**config.mk**
```make
export PLATFORM = sky130hd
export DESIGN_NAME = mdct_direct_sum_flat
export DESIGN_NICKNAME = d
export VERILOG_FILES = /design/src/rtl/mds_pkg.sv /design/src/rtl/mds_in_if.sv /design/src/rtl/mds_out_if.sv /design/src/rtl/mds_ctrl.sv /design/src/rtl/mds_dp.sv /design/src/rtl/mdct_direct_sum.sv /design/src/flat_wrapper.sv
export VERILOG_INCLUDE_DIRS = /design/src /design/src/rtl
export SDC_FILE = /design/constraint.sdc
export NUM_CORES = 2
export LEC_CHECK = 0
export ABC_AREA = 1
export BUFFER_PORTS_ARGS = -buffer_cell sky130_fd_sc_hd__buf_2
export CAP_MARGIN = 25
export CELL_PAD_IN_SITES_DETAIL_PLACEMENT = 2
export CELL_PAD_IN_SITES_GLOBAL_PLACEMENT = 2
export CORE_MARGIN = 1
export CORE_UTILIZATION = 38
export DETAILED_ROUTE_END_ITERATION = 10
export PLACE_DENSITY_LB_ADDON = 0.1
export REMOVE_ABC_BUFFERS = 1
export SYNTH_ARGS = -nofsm -noshare
export SYNTH_HDL_FRONTEND = slang
export SYNTH_SLANG_ARGS = --single-unit
```
**constraint.sdc**
```tcl
create_clock -name i_clk -period 7.45 [get_ports i_clk]
set_input_delay 0.745 -clock i_clk [delete_from_list [all_inputs] [get_ports i_clk]]
set_output_delay 0.745 -clock i_clk [all_outputs]
set_load 0.01 [all_outputs]
```
**src/rtl/mdct_direct_sum_macros.svh**
```systemverilog
// ----------------------------------------------------------------------------
// MDCT assertion macros
// Shared concurrent assertion helpers for the MDCT block. They compile to
// nothing when SYNTHESIS is defined.
// ----------------------------------------------------------------------------
`ifndef MDCT_DIRECT_SUM_MACROS_SVH
`define MDCT_DIRECT_SUM_MACROS_SVH

`ifndef SYNTHESIS

// Same-cycle implication.
`define MDS_ASSERT_IMPLIES(label, clk, rst_n, ante, cons) \
    label: assert property (@(posedge clk) disable iff (!rst_n) (ante) |-> (cons)) \
        else $error("mds: same-cycle assertion failed");

// Next-cycle implication.
`define MDS_ASSERT_NEXT(label, clk, rst_n, ante, cons) \
    label: assert property (@(posedge clk) disable iff (!rst_n) (ante) |=> (cons)) \
        else $error("mds: next-cycle assertion failed");

`else

`define MDS_ASSERT_IMPLIES(label, clk, rst_n, ante, cons)
`define MDS_ASSERT_NEXT(label, clk, rst_n, ante, cons)

`endif

`endif

```
**src/rtl/mds_pkg.sv**
```systemverilog
// ----------------------------------------------------------------------------
// MDCT package
// Types shared by the MDCT controller and datapath, and fixed constants for the datapath.
// ----------------------------------------------------------------------------
package mds_pkg;

    // Accumulator width: up to 64 products of magnitude 2^30, plus rounding.
    localparam int ACC_W = 40;

    // Fixed-point constants for building the cosine table (Q2.30).
    localparam logic [63:0] PI_Q30  = 64'd3373259426;
    localparam logic [63:0] ONE_Q30 = 64'd1073741824;

    // Taylor series divisors (2m-1)*(2m) for m = 1..12.
    localparam logic [63:0] TAYLOR_DIV [12] = '{
        64'd2,   64'd12,  64'd30,  64'd56,  64'd90,  64'd132,
        64'd182, 64'd240, 64'd306, 64'd380, 64'd462, 64'd552
    };

    typedef enum logic [1:0] {
        S_LOAD,
        S_RUN,
        S_DRAIN
    } t_state;

    typedef struct packed {
        logic wr_en;
        logic block_start;
        logic issue;
        logic emit;
        logic last;
    } t_dp_cmd;

    typedef struct packed {
        logic pipe_busy;
        logic out_free;
    } t_dp_status;

endpackage

```
**src/rtl/mds_in_if.sv**
```systemverilog
// ----------------------------------------------------------------------------
// MDCT input channel
// Valid/ready channel carrying one sample and its window weight.
// ----------------------------------------------------------------------------
interface mds_in_if;
    logic               valid;
    logic               ready;
    logic signed [15:0] sample;
    logic signed [15:0] window_weight;

    modport source (output valid, output sample, output window_weight, input ready);
    modport sink   (input valid, input sample, input window_weight, output ready);
endinterface

```
**src/rtl/mds_out_if.sv**
```systemverilog
// ----------------------------------------------------------------------------
// MDCT output channel
// Valid/ready channel carrying one coefficient, its index and a last flag.
// ----------------------------------------------------------------------------
interface mds_out_if;
    logic               valid;
    logic               ready;
    logic signed [31:0] coefficient;
    logic        [4:0]  coef_index;
    logic               last;

    modport source (output valid, output coefficient, output coef_index, output last,
                    input ready);
    modport sink   (input valid, input coefficient, input coef_index, input last,
                    output ready);
endinterface

```
**src/rtl/mds_ctrl.sv**
```systemverilog
// ----------------------------------------------------------------------------
// MDCT controller
// Sequences sample loading, the multiply-accumulate sweep per coefficient
// and the hand-off of each coefficient to the output register.
// ----------------------------------------------------------------------------
`include "mdct_direct_sum_macros.svh"

module mds_ctrl #(
    parameter int HALF_LENGTH = 32
) (
    input  logic                             i_clk,
    input  logic                             i_rst_n,
    input  logic                             i_in_valid,
    output logic                             o_in_ready,
    input  mds_pkg::t_dp_status              i_status,
    output mds_pkg::t_dp_cmd                 o_cmd,
    output logic [$clog2(2*HALF_LENGTH)-1:0] o_wr_addr,
    output logic [$clog2(2*HALF_LENGTH)-1:0] o_rd_addr,
    output logic [$clog2(HALF_LENGTH)-1:0]   o_k
);

    localparam int FULL = 2 * HALF_LENGTH;
    localparam int N_W  = $clog2(FULL);
    localparam int K_W  = $clog2(HALF_LENGTH);

    mds_pkg::t_state r_state, n_state;
    logic [N_W-1:0]  r_load_cnt, n_load_cnt;
    logic [N_W-1:0]  r_n, n_n;
    logic [K_W-1:0]  r_k, n_k;

    always_ff @(posedge i_clk) begin
        if (!i_rst_n) begin
            r_state    <= mds_pkg::S_LOAD;
            r_load_cnt <= '0;
            r_n        <= '0;
            r_k        <= '0;
        end else begin
            r_state    <= n_state;
            r_load_cnt <= n_load_cnt;
            r_n        <= n_n;
            r_k        <= n_k;
        end
    end

    always_comb begin
        n_state    = r_state;
        n_load_cnt = r_load_cnt;
        n_n        = r_n;
        n_k        = r_k;
        o_cmd      = '0;
        o_in_ready = 1'b0;
        case (r_state)
            mds_pkg::S_LOAD: begin
                o_in_ready = 1'b1;
                if (i_in_valid) begin
                    o_cmd.wr_en = 1'b1;
                    if (r_load_cnt == N_W'(FULL - 1)) begin
                        n_load_cnt        = '0;
                        n_state           = mds_pkg::S_RUN;
                        o_cmd.block_start = 1'b1;
                    end else begin
                        n_load_cnt = r_load_cnt + N_W'(1);
                    end
                end
            end
            mds_pkg::S_RUN: begin
                o_cmd.issue = 1'b1;
                if (r_n == N_W'(FULL - 1)) begin
                    n_n     = '0;
                    n_state = mds_pkg::S_DRAIN;
                end else begin
                    n_n = r_n + N_W'(1);
                end
            end
            mds_pkg::S_DRAIN: begin
                o_cmd.last = (r_k == K_W'(HALF_LENGTH - 1));
                // Wait for the last product to land in the accumulator and
                // for room in the output register.
                if (!i_status.pipe_busy && i_status.out_free) begin
                    o_cmd.emit = 1'b1;
                    if (o_cmd.last) begin
                        n_k     = '0;
                        n_state = mds_pkg::S_LOAD;
                    end else begin
                        n_k     = r_k + K_W'(1);
                        n_state = mds_pkg::S_RUN;
                    end
                end
            end
            default: begin
                n_state = mds_pkg::S_LOAD;
            end
        endcase
    end

    assign o_wr_addr = r_load_cnt;
    assign o_rd_addr = r_n;
    assign o_k       = r_k;

    `MDS_ASSERT_IMPLIES(a_emit_after_drain, i_clk, i_rst_n, o_cmd.emit, !i_status.pipe_busy)
    `MDS_ASSERT_NEXT(a_block_starts_run, i_clk, i_rst_n,
                     i_in_valid && o_in_ready && (r_load_cnt == N_W'(FULL - 1)),
                     r_state == mds_pkg::S_RUN)
    `MDS_ASSERT_IMPLIES(a_drain_sees_work, i_clk, i_rst_n,
                        (r_state == mds_pkg::S_DRAIN) && ($past(r_state) == mds_pkg::S_RUN),
                        i_status.pipe_busy)

endmodule

```
**src/rtl/mds_dp.sv**
```systemverilog
// ----------------------------------------------------------------------------
// MDCT datapath
// Windowing multiplier, sample store, cosine table with modular index
// stepping, one pipelined multiply-accumulate unit and the output register.
// ----------------------------------------------------------------------------
`include "mdct_direct_sum_macros.svh"

module mds_dp #(
    parameter int HALF_LENGTH = 32
) (
    input  logic                             i_clk,
    input  logic                             i_rst_n,
    input  mds_pkg::t_dp_cmd                 i_cmd,
    output mds_pkg::t_dp_status              o_status,
    input  logic [$clog2(2*HALF_LENGTH)-1:0] i_wr_addr,
    input  logic [$clog2(2*HALF_LENGTH)-1:0] i_rd_addr,
    input  logic [$clog2(HALF_LENGTH)-1:0]   i_k,
    input  logic signed [15:0]               i_sample,
    input  logic signed [15:0]               i_window_weight,
    input  logic                             i_out_ready,
    output logic                             o_out_valid,
    output logic signed [31:0]               o_coefficient,
    output logic [4:0]                       o_coef_index,
    output logic                             o_last
);

    localparam int FULL     = 2 * HALF_LENGTH;
    localparam int ROM_SIZE = 8 * HALF_LENGTH;
    localparam int ROM_W    = $clog2(ROM_SIZE);
    localparam int ACC_W    = mds_pkg::ACC_W;

    // Cosine table entry i: round(32768 * cos(2*pi*i / (8N))), clamped.
    function automatic logic signed [15:0] cos_entry(input logic [ROM_W:0] idx);
        logic [63:0]        j;
        logic [63:0]        x;
        logic [63:0]        x2;
        logic [63:0]        term;
        logic [63:0]        mag;
        logic signed [63:0] sum;
        logic               neg;
        j   = 64'(idx);
        neg = 1'b0;
        if (j > 64'(4 * HALF_LENGTH)) begin
            j = 64'(ROM_SIZE) - j;
        end
        if (j > 64'(2 * HALF_LENGTH)) begin
            j   = 64'(4 * HALF_LENGTH) - j;
            neg = 1'b1;
        end
        x    = (mds_pkg::PI_Q30 * j + 64'(2 * HALF_LENGTH)) / 64'(4 * HALF_LENGTH);
        x2   = (x * x + (mds_pkg::ONE_Q30 >> 1)) >> 30;
        term = mds_pkg::ONE_Q30;
        sum  = signed'(mds_pkg::ONE_Q30);
        for (int m = 0; m < 12; m++) begin
            term = ((term * x2) >> 30) / mds_pkg::TAYLOR_DIV[m];
            if (m[0] == 1'b0) begin
                sum = sum - signed'(term);
            end else begin
                sum = sum + signed'(term);
            end
        end
        if (sum < 0) begin
            sum = '0;
        end
        mag = (unsigned'(sum) + 64'd16384) >> 15;
        if (mag > 64'd32768) begin
            mag = 64'd32768;
        end
        if (neg) begin
            return 16'(64'd0 - mag);
        end else if (mag > 64'd32767) begin
            return 16'sh7fff;
        end else begin
            return 16'(mag);
        end
    endfunction

    logic signed [15:0] cos_tbl [ROM_SIZE];

    for (genvar g = 0; g < ROM_SIZE; g++) begin : g_cos_rom
        assign cos_tbl[g] = cos_entry((ROM_W + 1)'(g));
    end

    // Windowing: Q2.30 product rounded to Q1.15, positive overflow saturates.
    logic signed [31:0] win_prod;
    logic signed [31:0] win_shift;
    logic signed [15:0] win_val;

    assign win_prod  = 32'(i_sample) * 32'(i_window_weight);
    assign win_shift = (win_prod + 32'sd16384) >>> 15;
    assign win_val   = (win_shift > 32'sd32767) ? 16'sh7fff : win_shift[15:0];

    logic signed [15:0] r_store [FULL];
    logic signed [15:0] r_rd_data;

    always_ff @(posedge i_clk) begin
        if (i_cmd.wr_en) begin
            r_store[i_wr_addr] <= win_val;
        end
        if (i_cmd.issue) begin
            r_rd_data <= r_store[i_rd_addr];
        end
    end

    // Cosine index: (2n+1+N)(2k+1) mod 8N, stepped by 2(2k+1) along n and
    // by 2N+2 along k, each wrapped with one compare and subtract.
    logic [ROM_W-1:0] r_idx;
    logic [ROM_W-1:0] r_base;
    logic [ROM_W-1:0] r_step;
    logic [ROM_W:0]   idx_sum;
    logic [ROM_W:0]   base_sum;
    logic [ROM_W-1:0] idx_next;
    logic [ROM_W-1:0] base_next;

    assign idx_sum   = {1'b0, r_idx} + {1'b0, r_step};
    assign idx_next  = (idx_sum >= (ROM_W + 1)'(ROM_SIZE))
                     ? ROM_W'(idx_sum - (ROM_W + 1)'(ROM_SIZE)) : idx_sum[ROM_W-1:0];
    assign base_sum  = {1'b0, r_base} + (ROM_W + 1)'(2 * HALF_LENGTH + 2);
    assign base_next = (base_sum >= (ROM_W + 1)'(ROM_SIZE))
                     ? ROM_W'(base_sum - (ROM_W + 1)'(ROM_SIZE)) : base_sum[ROM_W-1:0];

    logic signed [15:0] r_cos;

    always_ff @(posedge i_clk) begin
        if (i_cmd.block_start) begin
            r_base <= ROM_W'(HALF_LENGTH + 1);
            r_idx  <= ROM_W'(HALF_LENGTH + 1);
            r_step <= ROM_W'(2);
        end else if (i_cmd.emit) begin
            r_base <= base_next;
            r_idx  <= base_next;
            r_step <= r_step + ROM_W'(4);
        end else if (i_cmd.issue) begin
            r_idx <= idx_next;
        end
        if (i_cmd.issue) begin
            r_cos <= cos_tbl[r_idx];
        end
    end

    // Multiply-accumulate pipeline: operand read, product, accumulate.
    logic                    r_v1;
    logic                    r_v2;
    logic signed [31:0]      r_prod;
    logic signed [ACC_W-1:0] r_acc;
    logic signed [31:0]      mac_prod;
    logic signed [ACC_W-1:0] acc_rnd;

    assign mac_prod = 32'(r_rd_data) * 32'(r_cos);

    always_ff @(posedge i_clk) begin
        if (!i_rst_n) begin
            r_v1 <= 1'b0;
            r_v2 <= 1'b0;
        end else begin
            r_v1 <= i_cmd.issue;
            r_v2 <= r_v1;
        end
    end

    always_ff @(posedge i_clk) begin
        if (r_v1) begin
            r_prod <= mac_prod;
        end
        if (i_cmd.block_start || i_cmd.emit) begin
            r_acc <= '0;
        end else if (r_v2) begin
            r_acc <= r_acc + ACC_W'(r_prod);
        end
    end

    // Round the Q10.30 sum once to Q25.15; the output keeps its low 32 bits (Q17.15).
    assign acc_rnd = (r_acc + ACC_W'(16384)) >>> 15;

    logic r_out_valid;

    always_ff @(posedge i_clk) begin
        if (!i_rst_n) begin
            r_out_valid <= 1'b0;
        end else if (i_cmd.emit) begin
            r_out_valid <= 1'b1;
        end else if (i_out_ready) begin
            r_out_valid <= 1'b0;
        end
    end

    always_ff @(posedge i_clk) begin
        if (i_cmd.emit) begin
            o_coefficient <= acc_rnd[31:0];
            o_coef_index  <= 5'(i_k);
            o_last        <= i_cmd.last;
        end
    end

    assign o_out_valid        = r_out_valid;
    assign o_status.pipe_busy = r_v1 | r_v2;
    assign o_status.out_free  = !r_out_valid || i_out_ready;

    `MDS_ASSERT_IMPLIES(a_idx_in_range, i_clk, i_rst_n, i_cmd.issue,
                        r_idx <= ROM_W'(ROM_SIZE - 1))
    `MDS_ASSERT_IMPLIES(a_no_overwrite, i_clk, i_rst_n, r_out_valid && !i_out_ready, !i_cmd.emit)
    `MDS_ASSERT_NEXT(a_emit_loads_output, i_clk, i_rst_n, i_cmd.emit, r_out_valid)

endmodule

```
**src/rtl/mdct_direct_sum.sv**
```systemverilog
// ----------------------------------------------------------------------------
// MDCT direct-sum transform, 2N samples in, N coefficients out
// Loading takes one cycle per sample; after the 2N-th sample each
// coefficient is summed in turn on the single multiply-accumulate unit.
// No new sample is accepted until the block's last coefficient is emitted.
// Reset (synchronous, active low) clears control; the store is not cleared.
// ----------------------------------------------------------------------------
module mdct_direct_sum #(
    parameter int HALF_LENGTH = 32
) (
    input  logic       i_clk,
    input  logic       i_rst_n,
    mds_in_if.sink     i_in,
    mds_out_if.source  o_res
);

    localparam int N_W = $clog2(2 * HALF_LENGTH);
    localparam int K_W = $clog2(HALF_LENGTH);

    mds_pkg::t_dp_cmd    dp_cmd;
    mds_pkg::t_dp_status dp_status;
    logic [N_W-1:0]      wr_addr;
    logic [N_W-1:0]      rd_addr;
    logic [K_W-1:0]      coef_k;
    logic                in_ready;

    mds_ctrl #(
        .HALF_LENGTH(HALF_LENGTH)
    ) u_ctrl (
        .i_clk      (i_clk),
        .i_rst_n    (i_rst_n),
        .i_in_valid (i_in.valid),
        .o_in_ready (in_ready),
        .i_status   (dp_status),
        .o_cmd      (dp_cmd),
        .o_wr_addr  (wr_addr),
        .o_rd_addr  (rd_addr),
        .o_k        (coef_k)
    );

    mds_dp #(
        .HALF_LENGTH(HALF_LENGTH)
    ) u_dp (
        .i_clk           (i_clk),
        .i_rst_n         (i_rst_n),
        .i_cmd           (dp_cmd),
        .o_status        (dp_status),
        .i_wr_addr       (wr_addr),
        .i_rd_addr       (rd_addr),
        .i_k             (coef_k),
        .i_sample        (i_in.sample),
        .i_window_weight (i_in.window_weight),
        .i_out_ready     (o_res.ready),
        .o_out_valid     (o_res.valid),
        .o_coefficient   (o_res.coefficient),
        .o_coef_index    (o_res.coef_index),
        .o_last          (o_res.last)
    );

    assign i_in.ready = in_ready;

endmodule
```
**src/flat_wrapper.sv**
```systemverilog
// flat-port wrapper written by rule: the top's interface ports become plain ports
module mdct_direct_sum_flat 
#(
    parameter int HALF_LENGTH = 32
)
  (i_clk, i_rst_n, i_in_valid, i_in_sample, i_in_window_weight, i_in_ready, o_res_valid, o_res_coefficient, o_res_coef_index, o_res_last, o_res_ready);
  mds_in_if i_in_i ();
  mds_out_if o_res_i ();
  input  logic i_clk;
  input  logic i_rst_n;
  input wire logic [$bits(i_in_i.valid)-1:0] i_in_valid;
  input wire logic [$bits(i_in_i.sample)-1:0] i_in_sample;
  input wire logic [$bits(i_in_i.window_weight)-1:0] i_in_window_weight;
  output wire logic [$bits(i_in_i.ready)-1:0] i_in_ready;
  output wire logic [$bits(o_res_i.valid)-1:0] o_res_valid;
  output wire logic [$bits(o_res_i.coefficient)-1:0] o_res_coefficient;
  output wire logic [$bits(o_res_i.coef_index)-1:0] o_res_coef_index;
  output wire logic [$bits(o_res_i.last)-1:0] o_res_last;
  input wire logic [$bits(o_res_i.ready)-1:0] o_res_ready;
  assign i_in_i.valid = i_in_valid;
  assign i_in_i.sample = i_in_sample;
  assign i_in_i.window_weight = i_in_window_weight;
  assign i_in_ready = i_in_i.ready;
  assign o_res_valid = o_res_i.valid;
  assign o_res_coefficient = o_res_i.coefficient;
  assign o_res_coef_index = o_res_i.coef_index;
  assign o_res_last = o_res_i.last;
  assign o_res_i.ready = o_res_ready;
  mdct_direct_sum #(.HALF_LENGTH(HALF_LENGTH)) u_core (.i_clk(i_clk), .i_rst_n(i_rst_n), .i_in(i_in_i), .o_res(o_res_i));
endmodule
```
==> impl_metrics.json <==
{
  "dr_total_vias": 57857,
  "cts_hold_buf": 0,
  "min_from": "o_res_ready",
  "postSynth.asyncResetShare": 0,
  "ys_seq_elements": 1202,
  "globalRouteOverflowTotal": 0,
  "io_pins": 76,
  "setup_viol": 0,
  "grtUsageTotal": 0.286,
  "syn_area_sq_um": 74300,
  "synth.top_cell.area_share": 0.452,
  "synth_cells": 7655,
  "syn_area_per_cell_sq_um": 9.70,
  "grt_pass1_wl_um": 420000,
  "syn2layout_area_growth_pct": 10.8,
  "start_kind": "flip-flop",
  "drc": 0,
  "crit_required_ns": 7.96,
  "whs_endpoint": "u_core.u_dp.o_out_valid",
  "min_path_type": "input pin to flip-flop",
  "clkSinkCount": 1202,
  "path_max_fanout": 16,
  "cts_max_level": 4,
  "cp.arrival_ns": 7.24,
  "synth.top_cells.by_area": "edfxtp_1, fa_1, nand2_1",
  "avgViaCountPerCell": 5.62,
  "worst_pin_slew_ns": 1.10,
  "core_sq_um": 193000,
  "fmax_ghz": 0.149,
  "holdPathStages": 4,
  "synth_edf_count": 1119,
  "finalCritPeriodShare": 0.903,
  "max_slew_margin": 0.265,
  "std_cell_rows": 161,
  "clk_pin_slew_ns": 0.06,
  "antenna_found_initial": 3,
  "drv_slew": 0,
  "cts_root_buf": "clkbuf_16",
  "final.setup_skew_ns": 0.0980,
  "die_x_um": 444,
  "synth_top_area_cell": "edfxtp_1",
  "status": "completed",
  "cts_buffer_depth": 3,
  "totalWireLength_um": 282000,
  "crit_type": "flip-flop to flip-flop",
  "r2r_slack_ns": 0.72,
  "reg2reg_depth": 17,
  "maxCapViolations": 0,
  "post_cts_buffers": 0,
  "ys.flop_type": "edfxtp_1",
  "gp_congestion": 0.959,
  "initial_utilization": 0.384,
  "tritoncts": "done",
  "yosysSeqAreaShare": 0.475,
  "ant_nets": 0,
  "ys_types": 55,
  "die_h_um": 444,
  "first_iter_violations": 4019,
  "critPathCaptureType": "flip-flop",
  "grt_max_degree": 182,
  "hpwl_um": 189000,
  "yosysMostFrequentCell": "nand2_1",
  "worstReg2RegStart": "u_core.u_dp.r_cos[4]",
  "insertion_delay_ns": 0.85,
  "final_cells": 10289,
  "dp_cells": 10034,
  "io_buffers": 75,
  "cts_buffers": 140,
  "finalCriticalPeriod_ns": 6.73,
  "wl_per_cell_um": 27.4,
  "reg2reg_to": "u_core.u_dp.r_prod[27]",
  "drtPass1Iterations": 5,
  "drive_above_1_share": 0.0687,
  "nets": 8439,
  "first_global_vias": 64489,
  "synth_warnings": 0,
  "synth_top_cells_by_count": "nand2_1, inv_1, edfxtp_1",
  "die_area_sq_um": 197000,
  "cts_resized": 0,
  "grt_setup_unrepaired": "false",
  "hold_viol": 0
}
## worst max path at each step
stage / start / end / slack [ns] / cells after the start
2_1_floorplan: u_core.u_ctrl.o_rd_addr[0] / u_core.u_dp.r_rd_data[14] / -8.05 / 7
3_3_place_gp: i_in_sample[15] / u_core.u_dp.r_store[35][3] / 0.32 / 21
5_1_grt: u_core.u_dp.r_cos[4] / u_core.u_dp.r_prod[27] / 0.46 / 17
6_report: u_core.u_dp.r_cos[4] / u_core.u_dp.r_prod[27] / 0.72 / 17
3_5_place_dp: i_in_sample[15] / u_core.u_dp.r_store[35][3] / 0.19 / 21
4_1_cts: u_core.u_dp.r_cos[4] / u_core.u_dp.r_prod[27] / 0.70 / 17
## stage by stage
step | setup TNS [ns] | util | cell area [sq um] | worst slack (ns) | hold WS (ns)
floorplan | -147.30 | - | 72500 | -8.05 | 0.431
global placement | 0 | 0.402 | 77800 | 0.322 | 0.451
detailed placement | 0 | 0.402 | 77800 | 0.188 | 0.460
CTS | 0 | 0.425 | 82300 | 0.698 | 0.289
global route | 0 | 0.425 | 82300 | 0.456 | 0.346
finish | 0 | 0.425 | 82300 | 0.721 | 0.349
## layer usage
| metal | wire length [um] | vias up | track usage |
|---|---|---|---|
| li1 | - | 25297 | - |
| met5 | 0 | - | 0 |
| met1 | 122000 | 30390 | 0.380 |
| met4 | 11000 | 0 | 0.106 |
| met2 | 136000 | 1665 | 0.482 |
| met3 | 13600 | 505 | 0.0328 |
## registers in the layout, indices dropped and copies added (netlist names), 7 cells and up
name and flops:
u_core.u_dp.r_rd_data 16, u_core.u_dp.r_prod 32, u_core.u_dp.r_store 1024, u_core.u_dp.r_idx 8, u_core.u_dp.o_coefficient 25, u_core.u_dp.r_base 7, u_core.u_dp.r_acc 40, u_core.u_dp.r_cos 16
## final cells by class
cell class	count	area, sq um
Fill cell	20523	111000
Sequential cell	1202	35300
Multi-Input combinational cell	4868	32900
Inverter	1191	4500
Clock buffer	173	3630
Tap cell	2526	3160
Timing Repair Buffer	248	1930
Clock inverter	79	838
Antenna cell	2	5.00
## cell usage in the layout (no fill, tap or decap), types with 20 or more instances in the layout
| cell | n |
|---|---|
| clkinv_2 | 20 |
| nand3_1 | 260 |
| fa_1 | 526 |
| a31oi_1 | 26 |
| clkbuf_1 | 33 |
| o21ai_0 | 711 |
| buf_12 | 20 |
| clkbuf_16 | 140 |
| nand2_1 | 1271 |
| xnor2_1 | 31 |
| xor2_1 | 65 |
| ha_1 | 226 |
| o22ai_1 | 155 |
| clkinv_1 | 38 |
| nor3_1 | 45 |
| buf_4 | 152 |
| a21oi_1 | 235 |
| edfxtp_1 | 1119 |
| inv_1 | 1177 |
| buf_2 | 75 |
| nor2_1 | 895 |
| o221ai_1 | 100 |
| o21bai_1 | 21 |
| nand4_1 | 62 |
| dfxtp_1 | 76 |
| o211ai_1 | 67 |
| or2_2 | 22 |
## critical path, cell delays in order, from the launching register on
cell	delay [ns]
edfxtp_1	0.87
nand2_1	0.23
inv_1	0.18
fa_1	0.47
fa_1	0.46
inv_1	0.48
fa_1	0.55
fa_1	0.58
fa_1	0.44
fa_1	0.55
inv_1	0.06
ha_1	0.34
a21oi_1	0.26
o21ai_0	0.13
a21oi_1	0.31
nand3_1	0.24
a21oi_1	0.21
xnor2_1	0.08
## kinds of logic after synthesis
family,count (synthesis),synth area share
AND/OR/NAND/NOR,2635,0.144
buffers and inverters,1585,0.0839
adder cells (fa/ha/maj),752,0.180
XOR/XNOR,96,0.0113
AO/OA/AOI/OAI,1385,0.107
flip-flops,1202,0.475
Power is left out: the tool's default activity adds up to more than one toggle a clock period on the data nets, which glitch-free logic cannot reach.
